==> config.mk <==
export PLATFORM = sky130hd
export DESIGN_NAME = permission_mode_spec_parser
export DESIGN_NICKNAME = d
export VERILOG_FILES = /design/src/pmsp_pkg.sv /design/src/pmsp_step.sv /design/src/permission_mode_spec_parser.sv
export VERILOG_INCLUDE_DIRS = /design/src /design/src/src
export SDC_FILE = /design/constraint.sdc
export NUM_CORES = 1
export LEC_CHECK = 0
export BUFFER_PORTS_ARGS = -buffer_cell sky130_fd_sc_hd__buf_2
export CAP_MARGIN = 30
export CORE_UTILIZATION = 57
export DETAILED_ROUTE_END_ITERATION = 16
export HOLD_SLACK_MARGIN = 0.05
export PLACE_DENSITY = 0.87
export SYNTH_ARGS = -nofsm -noshare
export SYNTH_HDL_FRONTEND = slang
export SYNTH_SLANG_ARGS = --single-unit
==> constraint.sdc <==
create_clock -name clock -period 2.8 [get_ports clock]
set_clock_uncertainty 0.2 [all_clocks]
set_input_delay 0.7 -clock clock [delete_from_list [all_inputs] [get_ports clock]]
set_output_delay 0.7 -clock clock [all_outputs]
set_load 0.02 [all_outputs]
==> src/permission_mode_spec_parser_assert.svh <==
// ----------------------------------------------------------------------------
// permission mode spec parser assertion macros
// shared assertion forms for the parser, clocked on the rising edge and
// disabled while reset is high
// ----------------------------------------------------------------------------
`ifndef PERMISSION_MODE_SPEC_PARSER_ASSERT_SVH
`define PERMISSION_MODE_SPEC_PARSER_ASSERT_SVH

// consequent must hold in the same cycle as the antecedent
`define PMSP_ASSERT_SAME(label, clk, rst, ante, cons, msg) \
   label: assert property (@(posedge clk) disable iff (rst) (ante) |-> (cons)) \
      else $error(msg);

// consequent must hold in the cycle after the antecedent
`define PMSP_ASSERT_NEXT(label, clk, rst, ante, cons, msg) \
   label: assert property (@(posedge clk) disable iff (rst) (ante) |=> (cons)) \
      else $error(msg);

`endif

==> src/pmsp_pkg.sv <==
// ----------------------------------------------------------------------------
// pmsp_pkg
// types, character codes and mode constants of the permission mode parser
// ----------------------------------------------------------------------------
package pmsp_pkg;

   // item kinds carried in tuser
   localparam logic [1:0] KIND_BEGIN = 2'd0;
   localparam logic [1:0] KIND_CHAR  = 2'd1;
   localparam logic [1:0] KIND_END   = 2'd2;

   // result status codes
   localparam logic [1:0] ST_OK       = 2'd0;
   localparam logic [1:0] ST_INVALID  = 2'd1;
   localparam logic [1:0] ST_OVERFLOW = 2'd2;

   // ascii codes of the mode string
   localparam logic [7:0] CH_ZERO  = 8'h30;
   localparam logic [7:0] CH_SEVEN = 8'h37;
   localparam logic [7:0] CH_U     = 8'h75;
   localparam logic [7:0] CH_G     = 8'h67;
   localparam logic [7:0] CH_O     = 8'h6f;
   localparam logic [7:0] CH_A     = 8'h61;
   localparam logic [7:0] CH_PLUS  = 8'h2b;
   localparam logic [7:0] CH_MINUS = 8'h2d;
   localparam logic [7:0] CH_EQUAL = 8'h3d;
   localparam logic [7:0] CH_R     = 8'h72;
   localparam logic [7:0] CH_W     = 8'h77;
   localparam logic [7:0] CH_X     = 8'h78;
   localparam logic [7:0] CH_S     = 8'h73;
   localparam logic [7:0] CH_T     = 8'h74;
   localparam logic [7:0] CH_COMMA = 8'h2c;

   // who masks and permission bits
   localparam logic [8:0]  WHO_USER   = 9'o700;
   localparam logic [8:0]  WHO_GROUP  = 9'o070;
   localparam logic [8:0]  WHO_OTHER  = 9'o007;
   localparam logic [8:0]  WHO_ALL    = 9'o777;
   localparam logic [11:0] PERM_READ  = 12'o0444;
   localparam logic [11:0] PERM_WRITE = 12'o0222;
   localparam logic [11:0] PERM_EXEC  = 12'o0111;
   localparam logic [11:0] PERM_STICKY = 12'o1000;

   typedef enum logic [2:0] {
      PH_START  = 3'd0,
      PH_OCTAL  = 3'd1,
      PH_CLAUSE = 3'd2,
      PH_WHO    = 3'd3,
      PH_PERM   = 3'd4
   } phase_type;

   typedef enum logic [1:0] {
      OP_NONE = 2'd0,
      OP_ADD  = 2'd1,
      OP_SUB  = 2'd2,
      OP_SET  = 2'd3
   } op_type;

   typedef struct packed {
      phase_type   phase;
      logic [11:0] mode_accum;
      logic [8:0]  who_mask;
      op_type      pending_op;
      logic        invalid_flag;
      logic        overflow_flag;
   } pmsp_state_type;

   typedef struct packed {
      logic [1:0]  kind;
      logic [11:0] current_mode;
      logic [7:0]  char_code;
   } pmsp_item_type;

   typedef struct packed {
      logic [11:0] result_mode;
      logic [1:0]  status;
   } pmsp_result_type;

   localparam pmsp_state_type STATE_RESET = '{
      phase:         PH_START,
      mode_accum:    12'd0,
      who_mask:      9'd0,
      pending_op:    OP_NONE,
      invalid_flag:  1'b0,
      overflow_flag: 1'b0
   };

endpackage

==> src/pmsp_step.sv <==
// ----------------------------------------------------------------------------
// pmsp_step
// next parser state and end-of-string result for one item
// ----------------------------------------------------------------------------
module pmsp_step (
   input  pmsp_pkg::pmsp_state_type  state_cur,
   input  pmsp_pkg::pmsp_item_type   item,
   output pmsp_pkg::pmsp_state_type  state_nxt,
   output pmsp_pkg::pmsp_result_type result
);
   import pmsp_pkg::*;

   function automatic logic [8:0] who_bits(input logic [7:0] c);
      case (c)
         CH_U:    return WHO_USER;
         CH_G:    return WHO_GROUP;
         CH_O:    return WHO_OTHER;
         CH_A:    return WHO_ALL;
         default: return 9'd0;
      endcase
   endfunction

   function automatic op_type op_code(input logic [7:0] c);
      case (c)
         CH_PLUS:  return OP_ADD;
         CH_MINUS: return OP_SUB;
         CH_EQUAL: return OP_SET;
         default:  return OP_NONE;
      endcase
   endfunction

   // operator seen: latch who and op, = clears the who bits right away
   function automatic pmsp_state_type start_op(input pmsp_state_type st,
                                                input op_type op,
                                                input logic [8:0] who);
      pmsp_state_type s;
      s = st;
      s.who_mask = who;
      s.pending_op = op;
      if (op == OP_SET) begin
         s.mode_accum = st.mode_accum & ~{3'b000, who};
      end
      s.phase = PH_PERM;
      return s;
   endfunction

   // first character of a clause
   function automatic pmsp_state_type clause_char(input pmsp_state_type st,
                                                   input logic [7:0] c);
      pmsp_state_type s;
      logic [8:0]     w;
      op_type         op;
      s = st;
      w = who_bits(c);
      op = op_code(c);
      if (w != 9'd0) begin
         s.who_mask = w;
         s.phase = PH_WHO;
      end else if (op != OP_NONE) begin
         s = start_op(st, op, WHO_ALL);
      end else begin
         s.invalid_flag = 1'b1;
      end
      return s;
   endfunction

   function automatic pmsp_state_type apply_perm(input pmsp_state_type st,
                                                  input logic [7:0] c);
      pmsp_state_type s;
      logic [11:0]    bits;
      s = st;
      case (c)
         CH_R:    bits = PERM_READ & {3'b000, st.who_mask};
         CH_W:    bits = PERM_WRITE & {3'b000, st.who_mask};
         CH_X:    bits = PERM_EXEC & {3'b000, st.who_mask};
         CH_S:    bits = {|st.who_mask[8:6], |st.who_mask[5:3], 10'd0};
         CH_T:    bits = PERM_STICKY;
         default: bits = 12'd0;
      endcase
      if (st.pending_op == OP_SUB) begin
         s.mode_accum = st.mode_accum & ~bits;
      end else begin
         s.mode_accum = st.mode_accum | bits;
      end
      return s;
   endfunction

   logic [7:0] c;
   logic [8:0] w;
   op_type     op;
   logic       bad;

   assign c = item.char_code;
   assign w = who_bits(c);
   assign op = op_code(c);

   always_comb begin
      state_nxt = state_cur;
      case (item.kind)
         KIND_BEGIN: begin
            state_nxt = STATE_RESET;
            state_nxt.mode_accum = item.current_mode;
         end
         KIND_CHAR: begin
            if (!state_cur.invalid_flag) begin
               case (state_cur.phase)
                  PH_START: begin
                     if (c inside {[CH_ZERO:CH_SEVEN]}) begin
                        state_nxt.mode_accum = {9'd0, c[2:0]};
                        state_nxt.phase = PH_OCTAL;
                     end else begin
                        state_nxt = clause_char(state_cur, c);
                     end
                  end
                  PH_OCTAL: begin
                     if (c inside {[CH_ZERO:CH_SEVEN]}) begin
                        if (state_cur.mode_accum[11:9] != 3'd0) begin
                           state_nxt.overflow_flag = 1'b1;
                        end
                        state_nxt.mode_accum = {state_cur.mode_accum[8:0], c[2:0]};
                     end else begin
                        state_nxt.invalid_flag = 1'b1;
                     end
                  end
                  PH_CLAUSE: begin
                     state_nxt = clause_char(state_cur, c);
                  end
                  PH_WHO: begin
                     if (w != 9'd0) begin
                        state_nxt.who_mask = state_cur.who_mask | w;
                     end else if (op != OP_NONE) begin
                        state_nxt = start_op(state_cur, op,
                           (state_cur.who_mask == 9'd0) ? WHO_ALL : state_cur.who_mask);
                     end else begin
                        state_nxt.invalid_flag = 1'b1;
                     end
                  end
                  PH_PERM: begin
                     if (c inside {CH_R, CH_W, CH_X, CH_S, CH_T}) begin
                        state_nxt = apply_perm(state_cur, c);
                     end else if (c == CH_COMMA) begin
                        state_nxt.phase = PH_CLAUSE;
                     end else begin
                        state_nxt = clause_char(state_cur, c);
                     end
                  end
                  default: begin
                     state_nxt.invalid_flag = 1'b1;
                  end
               endcase
            end
         end
         default: begin
            // end item and unused kind leave the state alone
         end
      endcase
   end

   // an unfinished who list counts as invalid
   assign bad = state_cur.invalid_flag || (state_cur.phase == PH_WHO);

   always_comb begin
      if (bad) begin
         result.result_mode = 12'd0;
         result.status = ST_INVALID;
      end else begin
         result.result_mode = state_cur.mode_accum;
         result.status = state_cur.overflow_flag ? ST_OVERFLOW : ST_OK;
      end
   end

endmodule

==> src/permission_mode_spec_parser.sv <==
// ----------------------------------------------------------------------------
// permission_mode_spec_parser
// streams a file permission mode string in, one byte per transaction, and
// returns the resulting 12-bit mode and a status on an end transaction
// ----------------------------------------------------------------------------
// Usage: send a begin transaction (tuser kind 0) carrying the current mode,
// then one character transaction (kind 1) per byte of the mode string, then
// an end transaction (kind 2). Only the end transaction produces a result:
// the resulting mode plus a status of ok, invalid string (mode reads zero) or
// octal overflow (mode holds the low 12 bits). A string starting with an octal
// digit is read as a number; otherwise as symbolic clauses such as
// "u+x,go=r". An end leaves the parse state alone, so a second end repeats
// the answer. Throughput is one transaction per clock; a result appears on
// rsp once its end transaction has passed from the input register into the
// result register. The only stall is an end transaction held in the input
// register while the result register still holds an untaken result.
`include "permission_mode_spec_parser_assert.svh"

module permission_mode_spec_parser (
   input  logic        clock,
   input  logic        reset,
   // request channel
   input  logic        req_tvalid,
   output logic        req_tready,
   input  logic [23:0] req_tdata,  // [11:0] current_mode, [19:12] char_code, [23:20] zero
   input  logic [1:0]  req_tuser,  // [1:0] kind
   // response channel
   output logic        rsp_tvalid,
   input  logic        rsp_tready,
   output logic [15:0] rsp_tdata,  // [11:0] result_mode, [15:12] zero
   output logic [1:0]  rsp_tuser   // [1:0] status
);
   import pmsp_pkg::*;

   // input register
   logic            in_valid_ff, in_valid_in;
   pmsp_item_type   in_item_ff, in_item_in;

   // parse state
   pmsp_state_type  state_ff, state_in;

   // result register
   logic            out_valid_ff, out_valid_in;
   pmsp_result_type out_result_ff, out_result_in;

   pmsp_result_type step_result;
   logic            in_fire;
   logic            req_fire;
   logic            rsp_fire;
   logic            is_end;

   assign is_end   = (in_item_ff.kind == KIND_END);
   assign rsp_fire = out_valid_ff && rsp_tready;

   // held item moves on unless it is an end with the result slot still busy
   assign in_fire    = in_valid_ff && (!is_end || !out_valid_ff || rsp_tready);
   assign req_tready = !in_valid_ff || in_fire;
   assign req_fire   = req_tvalid && req_tready;

   pmsp_step u_step (
      .state_cur (state_ff),
      .item      (in_item_ff),
      .state_nxt (state_in),
      .result    (step_result)
   );

   always_comb begin
      in_valid_in = in_valid_ff;
      in_item_in  = in_item_ff;
      if (req_tready) begin
         in_valid_in = req_tvalid;
      end
      if (req_fire) begin
         in_item_in.kind         = req_tuser;
         in_item_in.current_mode = req_tdata[11:0];
         in_item_in.char_code    = req_tdata[19:12];
      end
   end

   always_comb begin
      out_valid_in  = out_valid_ff && !rsp_fire;
      out_result_in = out_result_ff;
      if (in_fire && is_end) begin
         out_valid_in  = 1'b1;
         out_result_in = step_result;
      end
   end

   always_ff @(posedge clock) begin
      if (reset) begin
         in_valid_ff  <= 1'b0;
         out_valid_ff <= 1'b0;
         state_ff     <= STATE_RESET;
      end else begin
         in_valid_ff  <= in_valid_in;
         out_valid_ff <= out_valid_in;
         if (in_fire) begin
            state_ff <= state_in;
         end
      end
   end

   // payload registers, no reset
   always_ff @(posedge clock) begin
      in_item_ff    <= in_item_in;
      out_result_ff <= out_result_in;
   end

   assign rsp_tvalid = out_valid_ff;
   assign rsp_tdata  = {4'd0, out_result_ff.result_mode};
   assign rsp_tuser  = out_result_ff.status;

   // an end transaction that moves on always leaves a result behind
   `PMSP_ASSERT_NEXT(a_end_gives_result, clock, reset,
      in_fire && is_end, out_valid_ff, "end transaction produced no result")

   // invalid strings always report zero mode with invalid status
   `PMSP_ASSERT_NEXT(a_invalid_result, clock, reset,
      in_fire && is_end && state_ff.invalid_flag,
      out_result_ff.status == ST_INVALID && out_result_ff.result_mode == 12'd0,
      "invalid string gave wrong result")

   // overflow can only build up while reading an octal number
   `PMSP_ASSERT_SAME(a_overflow_octal, clock, reset,
      state_ff.overflow_flag && !state_ff.invalid_flag, state_ff.phase == PH_OCTAL,
      "overflow flag outside octal phase")

   // non-end transactions never touch the result register
   `PMSP_ASSERT_NEXT(a_char_no_result, clock, reset,
      in_fire && !is_end && !out_valid_ff, !out_valid_ff,
      "result produced by a non-end transaction")

endmodule
# ---- Word-level counts from Yosys, hierarchy flattened
# Cells that the tools add are included.
# Widths: inputs -> output; s select.
dict set report word_totals {
  ff_bits 66
  output_inout_bits 20
  wordCells 201
}
dict set report op_classes {
  n_lt_le_gt_ge 2
  n_eq_ne 64
  mux 78
  n_bitwise 6
  n_reduce_logical 37
}
# op n
set op_table {}
lappend op_table {{$mux 9} 20}
lappend op_table {{$mux 12} 10}
lappend op_table {{$pmux 12 s5} 2}
lappend op_table {{$mux 26} 4}
lappend op_table {{$eq 8x7->1 const B} 9}
lappend op_table {{$mux 28} 2}
lappend op_table {{$pmux 28 s2} 1}
lappend op_table {{$pmux 11 s4} 1}
lappend op_table {{$pmux 9 s4} 1}
lappend op_table {{$reduce_bool 9->1} 4}
lappend op_table {{$eq 8x6->1 const B} 4}
lappend op_table {{$ne 4x2->1 const B} 8}
lappend op_table {{$mux 15} 2}
lappend op_table {{$ne 3x2->1 const B} 9}
lappend op_table {{$mux 2} 13}
lappend op_table {{$mux 25} 1}
lappend op_table {{$and 12x12->12} 2}
lappend op_table {{$reduce_and 11->1} 2}
lappend op_table {{$ne 3x3->1 const B} 7}
lappend op_table {{$reduce_and 10->1} 2}
lappend op_table {{$reduce_and 18->1} 1}
lappend op_table {{$mux 4} 4}
lappend op_table {{$ne 5x2->1 const B} 3}
lappend op_table {{$reduce_and 15->1} 1}
lappend op_table {{33 further kinds} 74}

# ---- Logic depth before layout (Yosys ltp)
dict set report depth {
  word_depth 16
  depth_mapped 9
}

# ---- Cells and area by module
# A second synthesis with hierarchy kept.
dict set report unflattened {
  cells_unflattened 502
  hier_area_um2 4727.0
}
# mod n_inst cells_per_inst area_each_um2 seq_area_each_um2
set by_module_without_submodules {}
lappend by_module_without_submodules {permission_mode_spec_parser 1 175 2473.6 1681.6}
lappend by_module_without_submodules {pmsp_step 1 327 2253.4 0.0}

# ---- Worst setup path after synthesis
# No wires, ideal clock.
dict set report synth_path {
  kind {register to register}
  startpoint {register in_item_ff[7] in the netlist's numbering}
  endpoint {register state_ff[13] in the netlist's numbering}
  setup_ps 136
  t_arrival_ps 1888
  t_required_ps 2464
  slack_ps 576
  stages_incl_launch_ff 8
  n_path_buf 1
  synth_period_minus_slack_ps 2224
  path_cell_list {edfxtp_1 -> or3b_4 -> o311ai_4 -> nand2_2 -> o221ai_4 -> and2_1 -> buf_6 -> a311oi_2}
}
dict set report synth_via {
  elab_chain_cells 13
  elab_cells_between_ends 84
  classes_between {2 x order compare; 31 x eq/ne; 37 x mux; 3 x bitwise; 11 x reduce/logical}
}
# item line_no
set synth_rtl {}
lappend synth_rtl {{start, declared} permission_mode_spec_parser.sv:37} ;# pmsp_item_type in_item_ff, in_item_in;
lappend synth_rtl {{start signal, assigned} permission_mode_spec_parser.sv:105} ;# in_item_ff <= in_item_in;
lappend synth_rtl {{$eq 8x7->1} {pmsp_step.sv:72, pmsp_step.sv:139}}
lappend synth_rtl {{$pmux 12 s5} pmsp_step.sv:72} ;# case (c)
lappend synth_rtl {{$mux 12} pmsp_step.sv:139} ;# if (c inside {CH_R, CH_W, CH_X, CH_S, CH_T}) begin
lappend synth_rtl {{$mux 12} pmsp_step.sv:106} ;# case (state_cur.phase)
lappend synth_rtl {{$mux 12} pmsp_step.sv:105} ;# if (!state_cur.invalid_flag) begin
lappend synth_rtl {{$mux 12} pmsp_step.sv:99} ;# case (item.kind)
lappend synth_rtl {{$not 12->12} pmsp_step.sv:81} ;# s.mode_accum = st.mode_accum & ~bits;
lappend synth_rtl {{$and 12x12->12} pmsp_step.sv:81}
lappend synth_rtl {{$mux 12} pmsp_step.sv:80} ;# if (st.pending_op == OP_SUB) begin
lappend synth_rtl {{$mux 28} pmsp_step.sv:139}
lappend synth_rtl {{$pmux 12 s5} pmsp_step.sv:106}
lappend synth_rtl {{$mux 28} pmsp_step.sv:105}
lappend synth_rtl {{$pmux 28 s2} pmsp_step.sv:99}
lappend synth_rtl {{end signal, assigned} permission_mode_spec_parser.sv:98} ;# state_ff <= state_in;
lappend synth_rtl {{end, declared} permission_mode_spec_parser.sv:40} ;# pmsp_state_type state_ff, state_in;
# Several ways; a longest one is shown, not always the timed one. The select of a mux whose other input is x is not followed.
# A chain may end at the register's enable or synchronous reset.

# ---- Worst setup path after layout
dict set report layout_path {
  startpoint {register in_item_ff[4] in the netlist's numbering}
  endpoint {register state_ff[14] in the netlist's numbering}
}
# The elaborated chain is that of the path after synthesis.

==> flow_metrics.env <==
export IMPL_max_slew_margin_pct=52.2
export IMPL_leakage_nw=1.64
export IMPL_clkLatencyLatePin_ns=0.34
export IMPL_cts_tree="built"
export IMPL_crit_path_end_kind="flip-flop"
export IMPL_netlist_instances=380
export IMPL_ir_drop_mv=0.385
export IMPL_die_w_um=83.7
export IMPL_cts_made_buffers=9
export IMPL_critPathKind="reg2reg"
export IMPL_slew_viol_final=0
export IMPL_htreeDepth=3
export IMPL_via_per_inst=6.38
export IMPL_holdBufCountCts=0
export IMPL_grt_overflow=0
export IMPL_cts_resized=0
export IMPL_drv_cap=0
export IMPL_critPathLaunch="in_item_ff[4]"
export IMPL_crit_fanout=11
export IMPL_synth_cell_area_um2=3810
export IMPL_fillCellCount=512
export IMPL_rows=29
export IMPL_powerDensity_nw_per_um2=510
export IMPL_finalHoldViolCount=0
export IMPL_synth_seq_cells=66
export IMPL_status="finished, final reports clean"
export IMPL_core_area_um2=6390
export IMPL_initialDrtViolationCount=326
export IMPL_ys_seq_area_share_pct=44.2
export IMPL_final_nets=459
export IMPL_dp_cells=494
export IMPL_crit_required_ns=2.85
export IMPL_clock_sinks=66
export IMPL_fin_util_pct=68.2
export IMPL_gp_congestion=1.03
export IMPL_finalWirelength_mm=9.74
export IMPL_grt_max_degree=23
export IMPL_hold_class="reg2reg"
export IMPL_antenna_found_initial=0
export IMPL_cts_setup_buffers=0
export IMPL_ant_nets=0
export IMPL_worst_hold_startpoint="state_ff[3]"
export IMPL_ys_types=80
export IMPL_root_buffer="clkbuf_8"
export IMPL_track_usage_pct=29.0
export IMPL_crit_chain="and4b_1, and2_4, nand2_1, o41ai_1, a21oi_1, a311oi_2"
export IMPL_wl_per_cell_um=19.1
export IMPL_ctsLongestPathBuffers=2
export IMPL_r2r_start="in_item_ff[4]"
export IMPL_die_area_um2=7010
export IMPL_synth_area_per_cell_um2=10.0
export IMPL_syn_to_final_growth_pct=14.4
export IMPL_drc=0
export IMPL_die_h_um=83.7
export IMPL_rsz0062_at_grt="false"
export IMPL_instances_no_fill=511
export IMPL_max_freq_mhz=382
export IMPL_slowest_delay_ns=0.59
export IMPL_synth_flop_cell="edfxtp_1"
export IMPL_period_minus_slack_ns=2.62
export IMPL_drive_gt1_share_pct=26.5
export IMPL_worstMarginPinSlew_ns=0.716
export IMPL_initial_core_util_pct=59.6
export IMPL_synth_edf_count=36
export IMPL_boundaryPins=50
export IMPL_num_vias=3261
export IMPL_hpwl_mm=7.29
export IMPL_critPathLaunchType="flip-flop"
export IMPL_port_buffer_count=41
export IMPL_grt_pass1_wl_mm=15.7
export IMPL_pre_cts_ws_ns=0.239
export IMPL_fin_ws_ns=0.180
export IMPL_drt_pass1_iterations=5
export IMPL_diodes=0
export IMPL_grt_pass1_vias=3038
export IMPL_slowest_stage="edfxtp_1"
export IMPL_cp_arrival_ns=2.67
export IMPL_async_flop_share_pct=0
export IMPL_setup_viol=0
export IMPL_finalSetupTns_ns=0
export IMPL_post_route_period_util_pct=93.6
export IMPL_synth_warnings=0
export IMPL_clk_pin_slew_ns=0.07
power by group:
group | switching, mW | total [mW] | leakage (nW) | internal (mW)
logic | 0.128 | 0.219 | 0.934 | 0.0906
registers | 0.0409 | 1.10 | 0.591 | 1.06
clock network | 0.376 | 0.903 | 0.112 | 0.527
through the flow:
step,power [mW],hold WS (ns),instance area [um^2]
3_5_place_dp,1.33,0.267,4110
2_1_floorplan,1.26,0.245,3820
3_3_place_gp,1.33,0.261,4110
4_1_cts,2.23,0.282,4340
5_1_grt,2.29,0.300,4360
6_report,2.22,0.281,4360
final timing paths:
check | to | slack (ns) | cells past startpoint
setup / recovery | state_ff[14] | 0.18 | 6
hold / removal | state_ff[3] | 0.28 | 2
hold reg to reg | state_ff[3] | 0.28 | 2
setup reg to reg | state_ff[14] | 0.18 | 6
cell usage after synthesis, drive strengths merged (4+ instances only):
library cell / count / share of area [%]
clkbuf: 11 / 1.1
nand2: 35 / 3.5
buf: 14 / 2.7
edfxtp: 36 / 28
a32oi: 4 / 0.92
nand2b: 5 / 0.82
nand3: 21 / 2.8
nor2b: 7 / 1.2
nor3: 4 / 0.53
o21ai: 12 / 1.6
a31oi: 4 / 1.4
a221oi: 4 / 1.1
inv: 14 / 1.4
nor2: 23 / 2.3
nor3b: 6 / 2.0
and3: 17 / 2.8
and2: 5 / 0.89
o31ai: 6 / 1.2
dfxtp: 30 / 16
a211oi: 10 / 3.1
a21oi: 31 / 4.4
mux2i: 7 / 1.8
placed cells by master, fill, tap and decap left out, types with 4 or more instances in the layout:
cell type | Yosys | final
buf_2 | 3 | 41
edfxtp_1 | 36 | 36
nand2_1 | 34 | 34
a21oi_1 | 30 | 30
dfxtp_1 | 30 | 30
nor2_1 | 23 | 23
nand3_1 | 21 | 21
buf_4 | 8 | 18
and3_1 | 17 | 17
inv_1 | 14 | 14
o21ai_0 | 11 | 11
clkbuf_8 | 0 | 10
nor2b_1 | 7 | 7
mux2i_1 | 7 | 7
a211oi_2 | 6 | 6
o31ai_1 | 6 | 6
nand2b_1 | 5 | 5
and2_1 | 4 | 4
nor3_1 | 4 | 4
a32oi_1 | 4 | 4
conb_1 | 1 | 4
cells by family after synthesis:
logic type | after synthesis | synth area share (%)
compound gates | 111 | 24.2
xor+xnor | 3 | 0.690
buf+inv | 39 | 5.13
flops | 66 | 44.2
mux | 10 | 2.73
other cells | 1 | 0.0985
simple gates | 150 | 23.0
worst max-delay path, delay by kind of cell, from the launching register on:
kind	cells	cell delay (ns)
AO/OA/AOI/OAI	3	0.77
flip-flops	1	0.59
AND/OR/NAND/NOR	3	0.98
cell type report:
type	instances	area, um^2	area share, %
clock buffers	10	138	3.16
repair buffers	60	355	8.16
clock inverters	6	90.1	2.07
inverters	14	52.6	1.21
flip-flops and latches	66	1680	38.6
multi-input cells	278	1940	44.6
well taps	77	96.3	2.21
layer usage:
layer	vias to the layer above	track usage, %	share of wire [%]
met4	0	10.9	1.6
met5	-	0	0
met1	1550	39.9	44
met2	158	44.1	46
met3	12	7.22	9.0
li1	1541	-	-
sequential cells by signal (all words and copies together) (netlist names):
name         flops
in_item_ff      22
in_valid_ff      1
rsp_tdata       12
rsp_tuser        2
rsp_tvalid       1
state_ff        28
Power figures use the tool's default switching activity.
